===== src/hdl/ota_pkg.sv =====
// ----------------------------------------------------------------------------
// ota_pkg
// Shared types and constants for the update session checker: item layouts,
// frame and result codes, register defaults and session state.
// ----------------------------------------------------------------------------
package ota_pkg;

	// register defaults
	localparam logic [7:0]  CHUNK_MAX_RST     = 8'd166;
	localparam logic [4:0]  STEP_LOG2_RST     = 5'd12;
	localparam logic [15:0] IDLE_TIMEOUT_RST  = 16'd15000;
	localparam logic [15:0] REBOOT_DELAY_RST  = 16'd1500;

	// result queue depth (two results per item must fit)
	localparam int unsigned QUEUE_DEPTH = 4;

	// register indexes
	localparam logic [1:0] REG_CHUNK_MAX    = 2'd0;
	localparam logic [1:0] REG_STEP_LOG2    = 2'd1;
	localparam logic [1:0] REG_IDLE_TIMEOUT = 2'd2;
	localparam logic [1:0] REG_REBOOT_DELAY = 2'd3;

	// input actions, also used as acknowledged frame kind
	localparam logic [1:0] ACT_BEGIN  = 2'd0;
	localparam logic [1:0] ACT_CHUNK  = 2'd1;
	localparam logic [1:0] ACT_FINISH = 2'd2;
	localparam logic [1:0] ACT_TICK   = 2'd3;

	// result kinds
	localparam logic [1:0] KIND_ACK    = 2'd0;
	localparam logic [1:0] KIND_STATUS = 2'd1;
	localparam logic [1:0] KIND_REBOOT = 2'd2;

	// acknowledge codes
	localparam logic [7:0] ACK_OK     = 8'd0;
	localparam logic [7:0] ACK_PROTO  = 8'd1;
	localparam logic [7:0] ACK_BADARG = 8'd2;
	localparam logic [7:0] ACK_SIZE   = 8'd3;
	localparam logic [7:0] ACK_UPDATE = 8'd4;

	// bytes of the leading payload word
	localparam logic [7:0] WORD_BYTES = 8'd4;

	typedef struct packed {
		logic [1:0]  action;
		logic [7:0]  session;
		logic [7:0]  seq;
		logic [7:0]  payload_len;
		logic [31:0] word;
		logic        connected;
		logic        flash_ok;
		logic        flash_running;
		logic [7:0]  flash_err;
	} frame_t;

	typedef struct packed {
		logic [1:0]  kind;
		logic [7:0]  session_out;
		logic [7:0]  seq_out;
		logic [1:0]  frame_kind;
		logic [7:0]  code;
		logic [31:0] progress;
		logic        last;
	} result_t;

	typedef struct packed {
		logic [7:0]  chunk_max;
		logic [4:0]  progress_step_log2;
		logic [15:0] idle_timeout;
		logic [15:0] reboot_delay;
	} cfg_t;

	typedef struct packed {
		logic        active;
		logic [7:0]  cur_session;
		logic [31:0] total_len;
		logic [31:0] expected_offset;
		logic [31:0] last_progress;
		logic [15:0] idle_ticks;
		logic        reboot_pending;
		logic [15:0] reboot_count;
	} sess_t;

	// results of one item: count 0..2, first and second in order
	typedef struct packed {
		logic [1:0] count;
		result_t    first;
		result_t    second;
	} emit_t;

endpackage


===== src/hdl/ota_core.sv =====
// ----------------------------------------------------------------------------
// ota_core
// Session state and per-item decision logic: checks one registered frame or
// tick, updates the session and forms up to two result items.
// ----------------------------------------------------------------------------
module ota_core (
	input  logic             clk,
	input  logic             arst_n,
	input  logic             fire,
	input  ota_pkg::frame_t  item,
	input  ota_pkg::cfg_t    cfg,
	output ota_pkg::emit_t   emit
);

	ota_pkg::sess_t   sess_q, sess_d;
	ota_pkg::result_t status_r, ack_r, reboot_r;

	logic [7:0]  code, status_code, err_code, len;
	logic [31:0] status_prog, step_mask;
	logic [32:0] chunk_end;
	logic [15:0] count_dec;
	logic        status_en, ack_en, reboot_en, crossed, frame_bad;

	assign len       = item.payload_len - ota_pkg::WORD_BYTES;
	assign chunk_end = {1'b0, item.word} + {25'd0, len};
	assign step_mask = {32{1'b1}} << cfg.progress_step_log2;
	assign crossed   = (((chunk_end[31:0] ^ sess_q.last_progress) & step_mask) != '0);
	assign err_code  = (item.flash_err != 8'd0) ? item.flash_err : ota_pkg::ACK_UPDATE;
	assign count_dec = (sess_q.reboot_count != 16'd0) ? sess_q.reboot_count - 16'd1 : 16'd0;
	// chunk and finish share the session/length screen
	assign frame_bad = !sess_q.active || (item.session != sess_q.cur_session)
		|| (item.payload_len < ota_pkg::WORD_BYTES);

	always_comb begin
		sess_d      = sess_q;
		code        = ota_pkg::ACK_OK;
		status_en   = 1'b0;
		status_code = 8'd0;
		status_prog = 32'd0;
		ack_en      = 1'b0;
		reboot_en   = 1'b0;
		unique case (item.action)
			ota_pkg::ACT_TICK: begin
				if (!item.connected) begin
					if (sess_q.active) begin
						sess_d = '0;
					end
				end else begin
					if (sess_q.active && !sess_q.reboot_pending) begin
						if (sess_q.idle_ticks >= cfg.idle_timeout) begin
							sess_d = '0;
						end else begin
							sess_d.idle_ticks = sess_q.idle_ticks + 16'd1;
						end
					end
					if (sess_q.reboot_pending) begin
						sess_d.reboot_count = count_dec;
						if (count_dec == 16'd0) begin
							reboot_en = 1'b1;
							sess_d    = '0;
						end
					end
				end
			end
			ota_pkg::ACT_BEGIN: begin
				ack_en = 1'b1;
				if (item.payload_len < ota_pkg::WORD_BYTES) begin
					code = ota_pkg::ACK_PROTO;
				end else if (item.word == 32'd0) begin
					code = ota_pkg::ACK_BADARG;
				end else begin
					sess_d = '0;
					if (!item.connected) begin
						code = ota_pkg::ACK_PROTO;
					end else if (!item.flash_ok) begin
						status_en   = 1'b1;
						status_code = err_code;
						code        = ota_pkg::ACK_UPDATE;
					end else begin
						sess_d.active      = 1'b1;
						sess_d.cur_session = item.session;
						sess_d.total_len   = item.word;
					end
				end
			end
			ota_pkg::ACT_CHUNK: begin
				ack_en = 1'b1;
				if (frame_bad) begin
					code = ota_pkg::ACK_PROTO;
				end else begin
					sess_d.idle_ticks = 16'd0;
					if (len == 8'd0) begin
						code = ota_pkg::ACK_BADARG;
					end else if (len > cfg.chunk_max) begin
						code = ota_pkg::ACK_SIZE;
					end else if (item.word != sess_q.expected_offset) begin
						code = ota_pkg::ACK_PROTO;
					end else if (chunk_end > {1'b0, sess_q.total_len}) begin
						code = ota_pkg::ACK_SIZE;
					end else if (!item.flash_running) begin
						code = ota_pkg::ACK_PROTO;
					end else if (!item.flash_ok) begin
						sess_d      = '0;
						status_en   = 1'b1;
						status_code = err_code;
						status_prog = sess_q.expected_offset;
						code        = ota_pkg::ACK_UPDATE;
					end else begin
						sess_d.expected_offset = chunk_end[31:0];
						if ((chunk_end[31:0] == sess_q.total_len) || crossed) begin
							sess_d.last_progress = chunk_end[31:0];
							status_en            = 1'b1;
							status_prog          = chunk_end[31:0];
						end
					end
				end
			end
			default: begin
				// finish frame
				ack_en = 1'b1;
				if (frame_bad) begin
					code = ota_pkg::ACK_PROTO;
				end else if (item.word != sess_q.total_len) begin
					code = ota_pkg::ACK_SIZE;
				end else if (sess_q.expected_offset != sess_q.total_len) begin
					code = ota_pkg::ACK_PROTO;
				end else if (!item.flash_running) begin
					code = ota_pkg::ACK_PROTO;
				end else if (!item.flash_ok) begin
					status_en   = 1'b1;
					status_code = err_code;
					status_prog = sess_q.expected_offset;
					code        = ota_pkg::ACK_UPDATE;
				end else begin
					status_en             = 1'b1;
					status_prog           = sess_q.total_len;
					sess_d.reboot_pending = 1'b1;
					sess_d.reboot_count   = cfg.reboot_delay;
				end
				if (code != ota_pkg::ACK_OK) begin
					sess_d = '0;
				end
			end
		endcase
	end

	always_comb begin
		status_r.kind        = ota_pkg::KIND_STATUS;
		status_r.session_out = item.session;
		status_r.seq_out     = item.seq + 8'd1;
		status_r.frame_kind  = item.action;
		status_r.code        = status_code;
		status_r.progress    = status_prog;
		status_r.last        = 1'b0;

		ack_r.kind        = ota_pkg::KIND_ACK;
		ack_r.session_out = item.session;
		ack_r.seq_out     = item.seq;
		ack_r.frame_kind  = item.action;
		ack_r.code        = code;
		ack_r.progress    = 32'd0;
		ack_r.last        = 1'b1;

		reboot_r      = '0;
		reboot_r.kind = ota_pkg::KIND_REBOOT;
		reboot_r.last = 1'b1;

		emit.count  = {1'b0, status_en} + {1'b0, ack_en} + {1'b0, reboot_en};
		emit.first  = status_en ? status_r : (ack_en ? ack_r : reboot_r);
		emit.second = ack_r;
	end

	always_ff @(posedge clk or negedge arst_n) begin
		if (!arst_n) begin
			sess_q <= '0;
		end else if (fire) begin
			sess_q <= sess_d;
		end
	end

	a_pending_active: assert property (@(posedge clk) disable iff (!arst_n)
		sess_q.reboot_pending |-> sess_q.active)
		else $error("reboot pending without a session");

	a_offset_in_total: assert property (@(posedge clk) disable iff (!arst_n)
		sess_q.active |-> (sess_q.expected_offset <= sess_q.total_len))
		else $error("offset beyond total length");

	a_idle_clear: assert property (@(posedge clk) disable iff (!arst_n)
		!sess_q.active |-> (sess_q.total_len == 32'd0 && sess_q.expected_offset == 32'd0
			&& sess_q.idle_ticks == 16'd0))
		else $error("stale state without a session");

endmodule


===== config.mk =====
export PLATFORM = sky130hd
export DESIGN_NAME = ota_core
export DESIGN_NICKNAME = d
export VERILOG_FILES = /design/src/hdl/ota_pkg.sv /design/src/hdl/ota_core.sv
export SDC_FILE = /design/constraint.sdc
export NUM_CORES = 1
export LEC_CHECK = 0
export BUFFER_PORTS_ARGS = -buffer_cell sky130_fd_sc_hd__buf_2
export CAP_MARGIN = 20
export CELL_PAD_IN_SITES_DETAIL_PLACEMENT = 1
export CELL_PAD_IN_SITES_GLOBAL_PLACEMENT = 1
export CORE_MARGIN = 2
export CORE_UTILIZATION = 34
export DETAILED_ROUTE_END_ITERATION = 12
export PLACE_DENSITY_LB_ADDON = 0.1
export REMOVE_ABC_BUFFERS = 1
export SLEW_MARGIN = 30
export SYNTH_ARGS = -nofsm -noshare
export SYNTH_HDL_FRONTEND = slang
export SYNTH_SLANG_ARGS = --single-unit

===== constraint.sdc =====
create_clock -name clk -period 12.08 [get_ports clk]
set_clock_uncertainty 0.15 [all_clocks]
set_input_delay 2.416 -clock clk [delete_from_list [all_inputs] [get_ports clk]]
set_output_delay 2.416 -clock clk [all_outputs]
set_load 0.005 [all_outputs]

==> impl_results.html, run 1 <==
<table>
<tr><th>Metric</th><th>Value</th></tr>
<tr><th colspan="2">Placed design</th></tr>
<tr><td>Placed cell count</td><td>2,177</td></tr>
<tr><td>Port bufs</td><td>200</td></tr>
<tr><td>Half-perimeter wire length after placement</td><td>41.5 mm</td></tr>
<tr><td>Routability Congestion</td><td>0.940</td></tr>
<tr><td>Dpl ws</td><td>724 ps</td></tr>
<tr><th colspan="2">STA</th></tr>
<tr><td>Sum Neg Setup Slack</td><td>0 ps</td></tr>
<tr><td>RSZ-0062 raised after global routing</td><td>no</td></tr>
<tr><td>Hold violation total from the final report</td><td>0</td></tr>
<tr><td>Transition time at the pin with the least slew margin</td><td>999 ps</td></tr>
<tr><td>Maximum clock rate</td><td>87.4 MHz</td></tr>
<tr><td>Slew Limit Headroom</td><td>33.4%</td></tr>
<tr><td>Share of the cycle needed by the critical path after routing</td><td>94.7%</td></tr>
<tr><td>Period minus WS final</td><td>11,440 ps</td></tr>
<tr><td>Final Max Slew Viols</td><td>0</td></tr>
<tr><td>Post-layout worst setup margin</td><td>644 ps</td></tr>
<tr><td>Total of endpoints with negative setup slack in the final report</td><td>0</td></tr>
<tr><th colspan="2">Hold path</th></tr>
<tr><td>HP Class</td><td>reg -&gt; reg</td></tr>
<tr><th colspan="2">Yosys</th></tr>
<tr><td>Synth warn</td><td>0</td></tr>
<tr><td>Share of Yosys cell area claimed by the top area cell type</td><td>26.7%</td></tr>
<tr><td>Distinct cells, synth</td><td>84</td></tr>
<tr><td>Main synth FF type</td><td>dfrtp_1</td></tr>
<tr><td>Register area share after synthesis</td><td>26.7%</td></tr>
<tr><td>Number of enable flip-flop cells after synthesis</td><td>0</td></tr>
<tr><td>Ys async rst share</td><td>100%</td></tr>
<tr><td>Cell Area, Synth</td><td>12,900 µm²</td></tr>
<tr><td>Post-synthesis cell count</td><td>1,542</td></tr>
<tr><td>Most common cell in the netlist</td><td>dfrtp_1</td></tr>
<tr><td>Synth top cells by count</td><td>dfrtp_1 (138), a21oi_1 (119), a22o_1 (98), inv_1 (98), xnor2_1 (87)</td></tr>
<tr><td>Cell types occupying the most area after synthesis</td><td>dfrtp_1 (27%), ha_1 (7.5%), a22o_1 (6.6%)</td></tr>
<tr><td>Synth area leader</td><td>dfrtp_1</td></tr>
<tr><td>Register bit count reported by yosys</td><td>138</td></tr>
<tr><td>Post-Synthesis Mean Instance Area</td><td>8.38 µm²</td></tr>
<tr><th colspan="2">Final layout</th></tr>
<tr><td>Ratio of cells with drive above 1 in the final layout</td><td>18.4%</td></tr>
<tr><td>Final nets</td><td>1,880</td></tr>
<tr><td>Number of antenna cells inserted</td><td>0</td></tr>
<tr><td>Post-route non-filler standard cell count</td><td>2,209</td></tr>
<tr><td>Area growth from synthesis to final layout</td><td>14.7%</td></tr>
<tr><td>Registers with the most flip-flops</td><td>sess_q (138)</td></tr>
<tr><td>Flip-flop count of the largest register after layout</td><td>138</td></tr>
<tr><td>Biggest register</td><td>sess_q</td></tr>
<tr><th colspan="2">Setup path</th></tr>
<tr><td>Worst-path maximum fanout</td><td>9</td></tr>
<tr><td>Sum of buffers and inverters on the critical path</td><td>4</td></tr>
<tr><td>Worst path most repeated cell</td><td>ha_1</td></tr>
<tr><td>Required arrival time at the worst endpoint</td><td>9510 ps</td></tr>
<tr><td>Family with the most delay on the worst path</td><td>simple AND/OR/NAND/NOR gates</td></tr>
<tr><td>Slowest library cell on the worst path</td><td>nor4_4</td></tr>
<tr><td>Crit end category</td><td>output pin</td></tr>
<tr><td>Worst setup path category</td><td>in -&gt; out</td></tr>
<tr><td>Cell-by-cell listing of the critical path</td><td>buf_2 -&gt; inv_1 -&gt; ha_1 -&gt; nand2_1 -&gt; xnor2_1 -&gt; ha_1 -&gt; nand3_1 -&gt; or3_1 -&gt; a2111oi_2 -&gt; xnor2_1 -&gt; ha_1 -&gt; nand4_1 -&gt; nor4_1 -&gt; nand3_1 -&gt; a22oi_1 -&gt; nand2_1 -&gt; nor4_4 -&gt; nor2_1 -&gt; nor2_1 -&gt; buf_4 -&gt; a22oi_1 -&gt; a21oi_1 -&gt; buf_2</td></tr>
<tr><td>Type of element launching the critical path</td><td>input port</td></tr>
<tr><td>Data arrival time at the worst-slack endpoint</td><td>8870 ps</td></tr>
<tr><td>Largest stage delay, worst path</td><td>640 ps</td></tr>
<tr><th colspan="2">Die</th></tr>
<tr><td>Die ar.</td><td>39,600 µm²</td></tr>
<tr><td>Height of the die</td><td>199 µm</td></tr>
<tr><td>Die Width</td><td>199 µm</td></tr>
<tr><td>Initial cell density of the core</td><td>34.4%</td></tr>
<tr><td>Number of placement rows</td><td>71</td></tr>
<tr><td>Ports</td><td>241</td></tr>
<tr><td>Core area</td><td>37,600 µm²</td></tr>
<tr><th colspan="2">Run status</th></tr>
<tr><td>Result of the run</td><td>completed</td></tr>
<tr><th colspan="2">Job</th></tr>
<tr><td>Max-cap violations</td><td>0</td></tr>
<tr><th colspan="2">Clocking</th></tr>
<tr><td>CTS HTree Levels</td><td>4</td></tr>
<tr><td>Total of cells resized after clock tree synthesis</td><td>0</td></tr>
<tr><td>TritonCTS clock tree</td><td>built</td></tr>
<tr><td>Quantity of hold-fixing buffers added after cts</td><td>0</td></tr>
<tr><td>Clk Tree Root Cell</td><td>clkbuf_16</td></tr>
<tr><td>CTS Buffer Depth</td><td>2</td></tr>
<tr><td>TritonCTS buffer count</td><td>17</td></tr>
<tr><td>Clock transition at the registers of the reported paths</td><td>70 ps</td></tr>
<tr><td>CTS sink count</td><td>138</td></tr>
<tr><td>Postcts setup bufs</td><td>0</td></tr>
<tr><td>Clock latency at the later pin of the worst-skew pair</td><td>450 ps</td></tr>
<tr><th colspan="2">Pwr</th></tr>
<tr><td>Power share of the clock group</td><td>39.6%</td></tr>
<tr><td>Fraction of power spent switching nets</td><td>34.5%</td></tr>
<tr><td>Cell internal pwr</td><td>935 µW</td></tr>
<tr><td>Static leakage power</td><td>0.00684 µW</td></tr>
<tr><td>Total power per unit cell area</td><td>96.3 nW/µm²</td></tr>
<tr><td>Switch Pwr</td><td>493 µW</td></tr>
<tr><td>Power share of the combinational group</td><td>26.7%</td></tr>
<tr><td>Pwr Total</td><td>1430 µW</td></tr>
<tr><td>Sequential cell fraction of total power</td><td>33.7%</td></tr>
<tr><td>Highest ir drop seen on vdd</td><td>0.0000876 V</td></tr>
<tr><th colspan="2">Drt</th></tr>
<tr><td>DRC</td><td>0</td></tr>
<tr><td>Residual antenna-violating net count after detailed routing</td><td>0</td></tr>
<tr><td>Vias per inst</td><td>5.77</td></tr>
<tr><td>Final routed wirelength across all metal layers</td><td>54.5 mm</td></tr>
<tr><td>1st-pass router iterations</td><td>5</td></tr>
<tr><td>Number of DRC violations after detailed-routing iteration 0</td><td>910</td></tr>
<tr><td>Routed WL per cell</td><td>24.7 µm</td></tr>
<tr><td>Total number of vias</td><td>12,800</td></tr>
<tr><th colspan="2">GRT</th></tr>
<tr><td>GRT Resource Usage Total</td><td>28.0%</td></tr>
<tr><td>Number of global-route vias before repair</td><td>13,400</td></tr>
<tr><td>Initial antenna violation count</td><td>0</td></tr>
<tr><td>Gr ovfl total</td><td>0</td></tr>
<tr><td>Maximum number of pins on one net before global-route repair</td><td>72</td></tr>
<tr><td>Wire length of the first global-routing pass</td><td>82.8 mm</td></tr>
</table>
[routing by layer]
metal / track usage, % / vias up / wire length, µm
li1: - / 5853 / -
met1: 36.7 / 6448 / 24200
met2: 47.8 / 373 / 26200
met3: 4.26 / 82 / 2700
met4: 8.07 / 0 / 1340
met5: 0 / - / 0
[final timing paths]
path                             start     endpoint  slack [ps]  depth (start not counted)
max                           item[45]     emit[83]         640                         23
min                        sess_q[131]  sess_q[131]         370                          1
max reg2reg                sess_q[115]  sess_q[124]        7100                         12
min reg2reg                sess_q[131]  sess_q[131]         370                          1
max in group asynchronous       arst_n   sess_q[59]        8710                          2
min in group asynchronous       arst_n   sess_q[18]        1840                          1
[area by class of cell]
type,count,area [µm²]
Clock buffer,19,443
Clock inverter,13,170
Fill cell,4571,22800
Inverter,99,372
Multi-Input combinational cell,1193,8470
Sequential cell,138,3450
Tap cell,511,639
Timing Repair Buffer,236,1280
[stage by stage]
step / area [µm²] / utilization [%] / hold WS, ps
after floorplan: 12200 / - / 327
after global placement: 14200 / 37.8 / 358
after detailed placement: 14200 / 37.8 / 362
after CTS: 14800 / 39.4 / 381
after global routing: 14800 / 39.5 / 387
final: 14800 / 39.5 / 375
[layout by cell type (no fill, tap or decap), drive strengths merged, types with 11 or more instances in the layout]
master	instances
and2	17
dfrtp	138
xnor2	87
a21boi	11
nand3	47
nor3	28
buf	236
nor2b	13
conb	40
a21o	21
o21ai	93
or4	11
and3	21
xor2	84
ha	77
nand4	67
clkbuf	19
nor2	59
mux2	17
nor4	40
a22o	98
a21oi	120
nand2	78
a22oi	18
inv	100
[worst reg2reg max path: cells and delay by family (launching register included)]
kind                     cells  cell delay (ps)
adder cells (fa/ha/maj)      1              310
flip-flops                   1              490
buffers and inverters        2              550
AND/OR/NAND/NOR              6             2420
AO/OA/AOI/OAI                3              940
[power groups by stage]
stage          clock [µW]  combinational (µW)  sequential (µW)
2_1_floorplan           0                 202              485
3_3_place_gp            0                 372              489
3_5_place_dp            0                 377              489
4_1_cts               577                 380              481
5_1_grt               594                 418              482
6_report              566                 381              481
[logic make-up after synthesis]
family / Yosys count / share of synthesized area [%]
AOI/OAI and AO/OA: 453 / 24.3
and+or+nand+nor: 424 / 18.0
buffers and inverters: 249 / 9.20
xor gates and xnor gates: 174 / 12.1
DFF: 138 / 26.7
adders and majority gates: 78 / 7.61
muxes: 24 / 2.02
other: 2 / 0.0581
Note: power is estimated with default switching activity, not from simulation.
==> inputs of run 2 (changes only) <==
Settings changed: CORE_MARGIN 2 to 4.
==> impl_results.html, run 2 (synthesized netlist as in run 1, its figures left out) <==
<table>
<tr><th>Metric</th><th>Value</th></tr>
<tr><th colspan="2">Pwr</th></tr>
<tr><td>Power share of the clock group</td><td>39.9% (+0.3 points)</td></tr>
<tr><td>Pwr Total</td><td>1440 µW (+0.52%)</td></tr>
<tr><td>Fraction of power spent switching nets</td><td>34.7% (+0.21 points)</td></tr>
<tr><td>Sequential cell fraction of total power</td><td>33.5% (-0.2 points)</td></tr>
<tr><td>Static leakage power</td><td>0.00683 µW (-0.22%)</td></tr>
<tr><td>Power share of the combinational group</td><td>26.6% (about the same)</td></tr>
<tr><td>Cell internal pwr</td><td>937 µW (+0.19%)</td></tr>
<tr><td>Highest ir drop seen on vdd</td><td>0.000102 V (+17%)</td></tr>
<tr><td>Switch Pwr</td><td>498 µW (+1.1%)</td></tr>
<tr><td>Total power per unit cell area</td><td>97.0 nW/µm² (+0.74%)</td></tr>
<tr><th colspan="2">GRT</th></tr>
<tr><td>Met2 routing resource usage after global routing</td><td>44.9% (-2.9 points)</td></tr>
<tr><td>Wire length of the first global-routing pass</td><td>84.1 mm (+1.6%)</td></tr>
<tr><td>Initial antenna violation count</td><td>0 (unchanged)</td></tr>
<tr><td>Met3 layer usage reported by global route</td><td>5.11% (+0.86 points)</td></tr>
<tr><td>Met1 routing resource usage after global routing</td><td>34.7% (-2.0 points)</td></tr>
<tr><td>Number of global-route vias before repair</td><td>13,300 (-0.46%)</td></tr>
<tr><td>Busiest grt layer</td><td>met2</td></tr>
<tr><td>Maximum number of pins on one net before global-route repair</td><td>76 (+5.6%)</td></tr>
<tr><td>Gr ovfl total</td><td>0 (unchanged)</td></tr>
<tr><td>GRT Resource Usage Total</td><td>26.6% (-1.4 points)</td></tr>
<tr><th colspan="2">Placed design</th></tr>
<tr><td>Port bufs</td><td>200 (unchanged)</td></tr>
<tr><td>Routability Congestion</td><td>0.947 (+0.73%)</td></tr>
<tr><td>Half-perimeter wire length after placement</td><td>42.4 mm (+2.2%)</td></tr>
<tr><th colspan="2">Drt</th></tr>
<tr><td>Vias per inst</td><td>5.75 (-0.40%)</td></tr>
<tr><td>1st-pass router iterations</td><td>5 (unchanged)</td></tr>
<tr><td>Number of DRC violations after detailed-routing iteration 0</td><td>892 (-2.0%)</td></tr>
<tr><td>Routed WL per cell</td><td>25.3 µm (+2.5%)</td></tr>
<tr><td>Residual antenna-violating net count after detailed routing</td><td>0 (unchanged)</td></tr>
<tr><td>DRC</td><td>0 (unchanged)</td></tr>
<tr><td>Total number of vias</td><td>12,700 (-0.53%)</td></tr>
<tr><td>Final routed wirelength across all metal layers</td><td>55.8 mm (+2.4%)</td></tr>
<tr><th colspan="2">Setup path</th></tr>
<tr><td>Data arrival time at the worst-slack endpoint</td><td>8740 ps (-130 ps)</td></tr>
<tr><td>Type of element launching the critical path</td><td>input port</td></tr>
<tr><td>Worst-path maximum fanout</td><td>17 (+8)</td></tr>
<tr><td>Crit end category</td><td>output pin</td></tr>
<tr><td>Worst setup path category</td><td>in -&gt; out</td></tr>
<tr><td>Required arrival time at the worst endpoint</td><td>9510 ps (about the same)</td></tr>
<tr><th colspan="2">Clocking</th></tr>
<tr><td>CTS HTree Levels</td><td>4 (unchanged)</td></tr>
<tr><td>CTS Buffer Depth</td><td>2 (unchanged)</td></tr>
<tr><td>CTS sink count</td><td>138 (unchanged)</td></tr>
<tr><td>TritonCTS clock tree</td><td>built</td></tr>
<tr><td>Clock transition at the registers of the reported paths</td><td>60 ps (about the same)</td></tr>
<tr><td>Clk Tree Root Cell</td><td>clkbuf_16</td></tr>
<tr><td>Quantity of hold-fixing buffers added after cts</td><td>0 (unchanged)</td></tr>
<tr><td>Postcts setup bufs</td><td>0 (unchanged)</td></tr>
<tr><td>TritonCTS buffer count</td><td>17 (unchanged)</td></tr>
<tr><td>Clock latency at the later pin of the worst-skew pair</td><td>460 ps (about the same)</td></tr>
<tr><td>Total of cells resized after clock tree synthesis</td><td>0 (unchanged)</td></tr>
<tr><th colspan="2">Final layout</th></tr>
<tr><td>Ratio of cells with drive above 1 in the final layout</td><td>18.2% (-0.26 points)</td></tr>
<tr><td>Number of antenna cells inserted</td><td>0 (unchanged)</td></tr>
<tr><td>Final nets</td><td>1,877 (-0.16%)</td></tr>
<tr><td>Biggest register</td><td>sess_q</td></tr>
<tr><td>Registers with the most flip-flops</td><td>sess_q (138)</td></tr>
<tr><td>Fill count</td><td>4,531 (-0.88%)</td></tr>
<tr><td>Leading cell type in the layout, fill and taps excluded</td><td>buf_2</td></tr>
<tr><td>Flip-flop count of the largest register after layout</td><td>138 (unchanged)</td></tr>
<tr><td>Highest-count cells in the layout ignoring fill and taps</td><td>buf_2 (199), dfrtp_1 (138), a21oi_1 (118)</td></tr>
<tr><td>Area growth from synthesis to final layout</td><td>14.5%</td></tr>
<tr><th colspan="2">Die</th></tr>
<tr><td>Height of the die</td><td>203 µm (+2.0%)</td></tr>
<tr><td>Initial cell density of the core</td><td>34.4% (unchanged)</td></tr>
<tr><td>Number of placement rows</td><td>71 (unchanged)</td></tr>
<tr><td>Die ar.</td><td>41,200 µm² (+4.1%)</td></tr>
<tr><td>Core area</td><td>37,600 µm² (unchanged)</td></tr>
<tr><td>Die Width</td><td>203 µm (+2.0%)</td></tr>
<tr><td>Ports</td><td>241 (unchanged)</td></tr>
<tr><th colspan="2">STA</th></tr>
<tr><td>Final Max Slew Viols</td><td>0 (unchanged)</td></tr>
<tr><td>Maximum clock rate</td><td>88.5 MHz (+1.2%)</td></tr>
<tr><td>Hold violation total from the final report</td><td>0 (unchanged)</td></tr>
<tr><td>Total of endpoints with negative setup slack in the final report</td><td>0 (unchanged)</td></tr>
<tr><td>Share of the cycle needed by the critical path after routing</td><td>93.6% (-1.1 points)</td></tr>
<tr><td>Sum Neg Setup Slack</td><td>0 ps (unchanged)</td></tr>
<tr><td>Period minus WS final</td><td>11,300 ps (-132 ps)</td></tr>
<tr><td>Slew Limit Headroom</td><td>31.0% (-2.4 points)</td></tr>
<tr><td>RSZ-0062 raised after global routing</td><td>no</td></tr>
<tr><td>Transition time at the pin with the least slew margin</td><td>1040 ps (+36.1 ps)</td></tr>
<tr><th colspan="2">Job</th></tr>
<tr><td>Max-cap violations</td><td>0 (unchanged)</td></tr>
<tr><th colspan="2">Run status</th></tr>
<tr><td>Result of the run</td><td>completed</td></tr>
<tr><th colspan="2">Hold path</th></tr>
<tr><td>HP Class</td><td>reg -&gt; reg</td></tr>
</table>
[run 2: cell types whose count changed in the layout (fill, tap and decap cells not counted), sizes merged]
cell	delta
buf	-3
clkbuf	+2
clkinv	-1
inv	-1
[run 2: per-layer routing]
layer / vias up / wire length, µm
met2: 362 / 26500
li1: 5846 / -
met4: 0 / 1490
met1: 6401 / 24900
met3: 79 / 2880
met5: - / 0
[run 2: power groups by stage]
stage | Combinational (µW) | Sequential (µW) | Clock [µW]
2_1_floorplan | 202 | 485 | 0
3_3_place_gp | 374 | 489 | 0
3_5_place_dp | 378 | 489 | 0
4_1_cts | 381 | 481 | 580
5_1_grt | 417 | 482 | 602
6_report | 382 | 481 | 573
[run 2: path summary, 6_finish.rpt]
check,startpoint,end,slack [ps],cells after the start
min in group asynchronous,arst_n,sess_q[19],1830,1
hold reg to reg,sess_q[131],sess_q[131],380,1
hold / removal,sess_q[131],sess_q[131],380,1
max in group asynchronous,arst_n,sess_q[35],8830,2
setup reg to reg,sess_q[102],sess_q[1],7320,12
setup / recovery,item[45],emit[77],780,23
[run 2: worst max-delay path, stage by stage]
cell	delay (ps)
buf_2	130
inv_1	100
ha_1	190
nand2_1	90
xnor2_1	190
ha_1	340
nand3_1	120
or3_1	580
a2111oi_2	640
xnor2_1	270
ha_1	360
nand4_1	160
nor4_1	490
nand3_1	270
a22oi_1	280
nand2_1	250
nor4_4	320
buf_4	280
o21a_1	280
o21ai_4	180
buf_4	270
a21oi_1	330
buf_2	190
[run 2: stage by stage]
step	hold WS [ps]	instance area, µm²	std cells	utilization [%]	setup WS (ps)
2_1_floorplan	327	12200	1430	-	1530
3_3_place_gp	357	14200	2174	37.7	1060
3_5_place_dp	362	14200	2174	37.7	889
4_1_cts	381	14800	2206	39.4	861
5_1_grt	400	14800	2206	39.4	251
6_report	377	14800	2206	39.4	776
[run 2: layout make-up]
class / instances / area, µm² / share of cell area (%)
Clock buffer: 21 / 460 / 3.11
Clock inverter: 11 / 145 / 0.981
Inverter: 99 / 372 / 2.51
Multi-Input combinational cell: 1193 / 8470 / 57.2
Sequential cell: 138 / 3450 / 23.3
Tap cell: 511 / 639 / 4.32
Timing Repair Buffer: 233 / 1260 / 8.51
==> inputs of run 3 (changes only) <==
Clock period 12.08 ns to 13.95 ns, I/O delays scaled along.
==> impl_results.html, run 3 (synthesized netlist as in run 1, its figures left out) <==
<table>
<tr><th>Metric</th><th>Value</th></tr>
<tr><th colspan="2">Clocking</th></tr>
<tr><td>TritonCTS clock tree</td><td>built</td></tr>
<tr><td>CTS Buffer Depth</td><td>2 (unchanged)</td></tr>
<tr><td>TritonCTS buffer count</td><td>17 (unchanged)</td></tr>
<tr><td>Clock transition at the registers of the reported paths</td><td>60 ps (about the same)</td></tr>
<tr><td>CTS HTree Levels</td><td>4 (unchanged)</td></tr>
<tr><td>Clk Tree Root Cell</td><td>clkbuf_16</td></tr>
<tr><td>Total of cells resized after clock tree synthesis</td><td>0 (unchanged)</td></tr>
<tr><td>Postcts setup bufs</td><td>0 (unchanged)</td></tr>
<tr><td>Quantity of hold-fixing buffers added after cts</td><td>0 (unchanged)</td></tr>
<tr><td>CTS sink count</td><td>138 (unchanged)</td></tr>
<tr><td>Clock latency at the later pin of the worst-skew pair</td><td>450 ps (about the same)</td></tr>
<tr><th colspan="2">Pwr</th></tr>
<tr><td>Highest ir drop seen on vdd</td><td>0.0000847 V (-17%)</td></tr>
<tr><td>Power share of the combinational group</td><td>26.1% (-0.5 points)</td></tr>
<tr><td>Fraction of power spent switching nets</td><td>34.1% (-0.68 points)</td></tr>
<tr><td>Cell internal pwr</td><td>825 µW (-12%)</td></tr>
<tr><td>Total power per unit cell area</td><td>84.6 nW/µm² (-13%)</td></tr>
<tr><td>Sequential cell fraction of total power</td><td>33.3% (-0.2 points)</td></tr>
<tr><td>Switch Pwr</td><td>426 µW (-14%)</td></tr>
<tr><td>Static leakage power</td><td>0.00682 µW (-0.16%)</td></tr>
<tr><td>Power share of the clock group</td><td>40.7% (+0.8 points)</td></tr>
<tr><th colspan="2">STA</th></tr>
<tr><td>RSZ-0062 raised after global routing</td><td>no</td></tr>
<tr><td>Period minus WS final</td><td>12,540 ps</td></tr>
<tr><td>Maximum clock rate</td><td>79.8 MHz</td></tr>
<tr><td>Post-layout worst setup margin</td><td>1410 ps (+635 ps)</td></tr>
<tr><td>Transition time at the pin with the least slew margin</td><td>998 ps (-37.1 ps)</td></tr>
<tr><td>Sum Neg Setup Slack</td><td>0 ps (unchanged)</td></tr>
<tr><td>Share of the cycle needed by the critical path after routing</td><td>89.9%</td></tr>
<tr><td>Slew Limit Headroom</td><td>33.2% (+2.2 points)</td></tr>
<tr><td>Hold violation total from the final report</td><td>0 (unchanged)</td></tr>
<tr><td>Total of endpoints with negative setup slack in the final report</td><td>0 (unchanged)</td></tr>
<tr><td>Final Max Slew Viols</td><td>0 (unchanged)</td></tr>
<tr><th colspan="2">Final layout</th></tr>
<tr><td>Biggest register</td><td>sess_q</td></tr>
<tr><td>Leading cell type in the layout, fill and taps excluded</td><td>buf_2</td></tr>
<tr><td>Highest-count cells in the layout ignoring fill and taps</td><td>buf_2 (199), dfrtp_1 (138), a21oi_1 (118)</td></tr>
<tr><td>Number of antenna cells inserted</td><td>0 (unchanged)</td></tr>
<tr><td>Area of the multi-input gates</td><td>8460 µm² (about the same)</td></tr>
<tr><td>Registers with the most flip-flops</td><td>sess_q (138)</td></tr>
<tr><td>Utilization after layout</td><td>39.3% (about the same)</td></tr>
<tr><td>Ratio of cells with drive above 1 in the final layout</td><td>17.9% (-0.29 points)</td></tr>
<tr><td>Area growth from synthesis to final layout</td><td>14.4% (about the same)</td></tr>
<tr><td>Final nets</td><td>1,871 (-0.32%)</td></tr>
<tr><td>Fill count</td><td>4,517 (-0.31%)</td></tr>
<tr><td>Post-route cell area</td><td>14,800 µm² (about the same)</td></tr>
<tr><td>Register area</td><td>3450 µm² (unchanged)</td></tr>
<tr><td>Flip-flop count of the largest register after layout</td><td>138 (unchanged)</td></tr>
<tr><th colspan="2">Die</th></tr>
<tr><td>Die Width</td><td>203 µm (unchanged)</td></tr>
<tr><td>Height of the die</td><td>203 µm (unchanged)</td></tr>
<tr><td>Ports</td><td>241 (unchanged)</td></tr>
<tr><td>Number of placement rows</td><td>71 (unchanged)</td></tr>
<tr><td>Initial cell density of the core</td><td>34.4% (unchanged)</td></tr>
<tr><td>Core area</td><td>37,600 µm² (unchanged)</td></tr>
<tr><td>Die ar.</td><td>41,200 µm² (unchanged)</td></tr>
<tr><th colspan="2">Setup path</th></tr>
<tr><td>Reg-to-Reg End</td><td>sess_q[33]</td></tr>
<tr><td>Slowest library cell on the worst path</td><td>nor2_1</td></tr>
<tr><td>Start of the worst register-to-register path</td><td>sess_q[114]</td></tr>
<tr><td>R2R depth</td><td>12 (unchanged)</td></tr>
<tr><td>Largest stage delay, worst path</td><td>780 ps (+140 ps)</td></tr>
<tr><td>Internal reg-to-reg setup slack</td><td>8770 ps (+1450 ps)</td></tr>
<tr><td>Worst-path maximum fanout</td><td>9 (-8)</td></tr>
<tr><td>Worst path most repeated cell</td><td>ha_1</td></tr>
<tr><td>Worst setup path category</td><td>in -&gt; out</td></tr>
<tr><td>Data arrival time at the worst-slack endpoint</td><td>9600 ps (+860 ps)</td></tr>
<tr><td>Crit end category</td><td>output pin</td></tr>
<tr><td>Cell-by-cell listing of the critical path</td><td>buf_2 -&gt; inv_1 -&gt; ha_1 -&gt; nand2_1 -&gt; xnor2_1 -&gt; ha_1 -&gt; nand3_1 -&gt; or3_1 -&gt; a2111oi_2 -&gt; xnor2_1 -&gt; ha_1 -&gt; nand4_1 -&gt; nor4_1 -&gt; nand3_1 -&gt; a22oi_1 -&gt; nand2_1 -&gt; nor4_4 -&gt; nor2_1 -&gt; nor2_1 -&gt; a22oi_1 -&gt; a21oi_1 -&gt; buf_2</td></tr>
<tr><td>Type of element launching the critical path</td><td>input port</td></tr>
<tr><td>Required arrival time at the worst endpoint</td><td>11,010 ps (+1500 ps)</td></tr>
<tr><th colspan="2">Drt</th></tr>
<tr><td>Number of DRC violations after detailed-routing iteration 0</td><td>905 (+1.5%)</td></tr>
<tr><td>Total number of vias</td><td>12,700 (+0.0079%)</td></tr>
<tr><td>Final routed wirelength across all metal layers</td><td>54.5 mm (-2.4%)</td></tr>
<tr><td>Routed WL per cell</td><td>24.8 µm (-2.1%)</td></tr>
<tr><td>DRC</td><td>0 (unchanged)</td></tr>
<tr><td>1st-pass router iterations</td><td>5 (unchanged)</td></tr>
<tr><td>Residual antenna-violating net count after detailed routing</td><td>0 (unchanged)</td></tr>
<tr><td>Vias per inst</td><td>5.77 (+0.28%)</td></tr>
<tr><th colspan="2">Placed design</th></tr>
<tr><td>Port bufs</td><td>200 (unchanged)</td></tr>
<tr><td>Half-perimeter wire length after placement</td><td>41.5 mm (-1.9%)</td></tr>
<tr><td>Routability Congestion</td><td>0.964 (+1.9%)</td></tr>
<tr><td>Dpl ws</td><td>1700 ps (+806 ps)</td></tr>
<tr><td>Placed Instance Area</td><td>14,100 µm² (-0.41%)</td></tr>
<tr><th colspan="2">Hold path</th></tr>
<tr><td>Hold Path Stages</td><td>1 (unchanged)</td></tr>
<tr><td>Worst hold start</td><td>sess_q[62]</td></tr>
<tr><td>HP Class</td><td>reg -&gt; reg</td></tr>
<tr><td>Endpoint with the worst hold slack</td><td>sess_q[62]</td></tr>
<tr><th colspan="2">GRT</th></tr>
<tr><td>Met2 routing resource usage after global routing</td><td>44.2% (-0.68 points)</td></tr>
<tr><td>Busiest grt layer</td><td>met2</td></tr>
<tr><td>GRT Resource Usage Total</td><td>25.9% (-0.76 points)</td></tr>
<tr><td>Number of global-route vias before repair</td><td>13,100 (-1.5%)</td></tr>
<tr><td>Wire length of the first global-routing pass</td><td>82.8 mm (-1.6%)</td></tr>
<tr><td>Met3 layer usage reported by global route</td><td>3.08% (-2.0 points)</td></tr>
<tr><td>Gr ovfl total</td><td>0 (unchanged)</td></tr>
<tr><td>Met1 routing resource usage after global routing</td><td>34.9% (+0.21 points)</td></tr>
<tr><td>Initial antenna violation count</td><td>0 (unchanged)</td></tr>
<tr><td>Maximum number of pins on one net before global-route repair</td><td>77 (+1.3%)</td></tr>
<tr><th colspan="2">Run status</th></tr>
<tr><td>Result of the run</td><td>completed</td></tr>
<tr><th colspan="2">Job</th></tr>
<tr><td>Max-cap violations</td><td>0 (unchanged)</td></tr>
</table>
run 3: cell types whose count changed in the layout (fill, tap and decap cells not counted), moves of 2 or more:
cell / delta
clkinv_4: +4
buf_4: -6
clkinv_2: -2
clkinvlp_4: -2
run 3: layer usage:
layer / wire (µm) / share of wire [%] / up-vias
met5: 0 / 0 / -
met4: 1160 / 2.1 / 0
met3: 2400 / 4.4 / 58
met2: 26500 / 49 / 361
met1: 24400 / 45 / 6434
li1: - / - / 5836
run 3: worst max-delay path, delay by kind of cell:
kind                       cells  cell delay [ps]
buffers and inverters          3              420
and+or+nand+nor               10             3430
xor gates and xnor gates       2              510
AOI/OAI and AO/OA              4             1510
adders and majority gates      3              920
run 3: worst max-delay path by stage:
stage,cells past startpoint,startpoint,to
detailed placement,22,item[45],emit[77]
finish,22,item[45],emit[77]
global route,22,item[45],emit[77]
CTS,22,item[45],emit[77]
global placement,22,item[45],emit[77]
floorplan,20,item[45],emit[109]
run 3: stage by stage:
stage                     cells  power [µW]  hold slack [ps]
final                      2200        1250              378
after detailed placement   2167         747              362
after floorplan            1430         595              327
after CTS                  2199        1260              381
after global placement     2167         742              356
after global routing       2200        1310              395
run 3: power by group through the flow:
stage / logic (µW) / clock network, µW / registers [µW]
finish: 326 / 509 / 416
CTS: 325 / 521 / 416
floorplan: 175 / 0 / 420
global placement: 318 / 0 / 423
detailed placement: 323 / 0 / 424
global route: 358 / 538 / 417
run 3: final cells by class:
cell class	instances	area share, %
flip-flops and latches	138	23.4
clock inverters	13	1.31
multi-input cells	1193	57.2
well taps	511	4.32
clock buffers	19	3.00
inverters	99	2.51
repair buffers	227	8.27
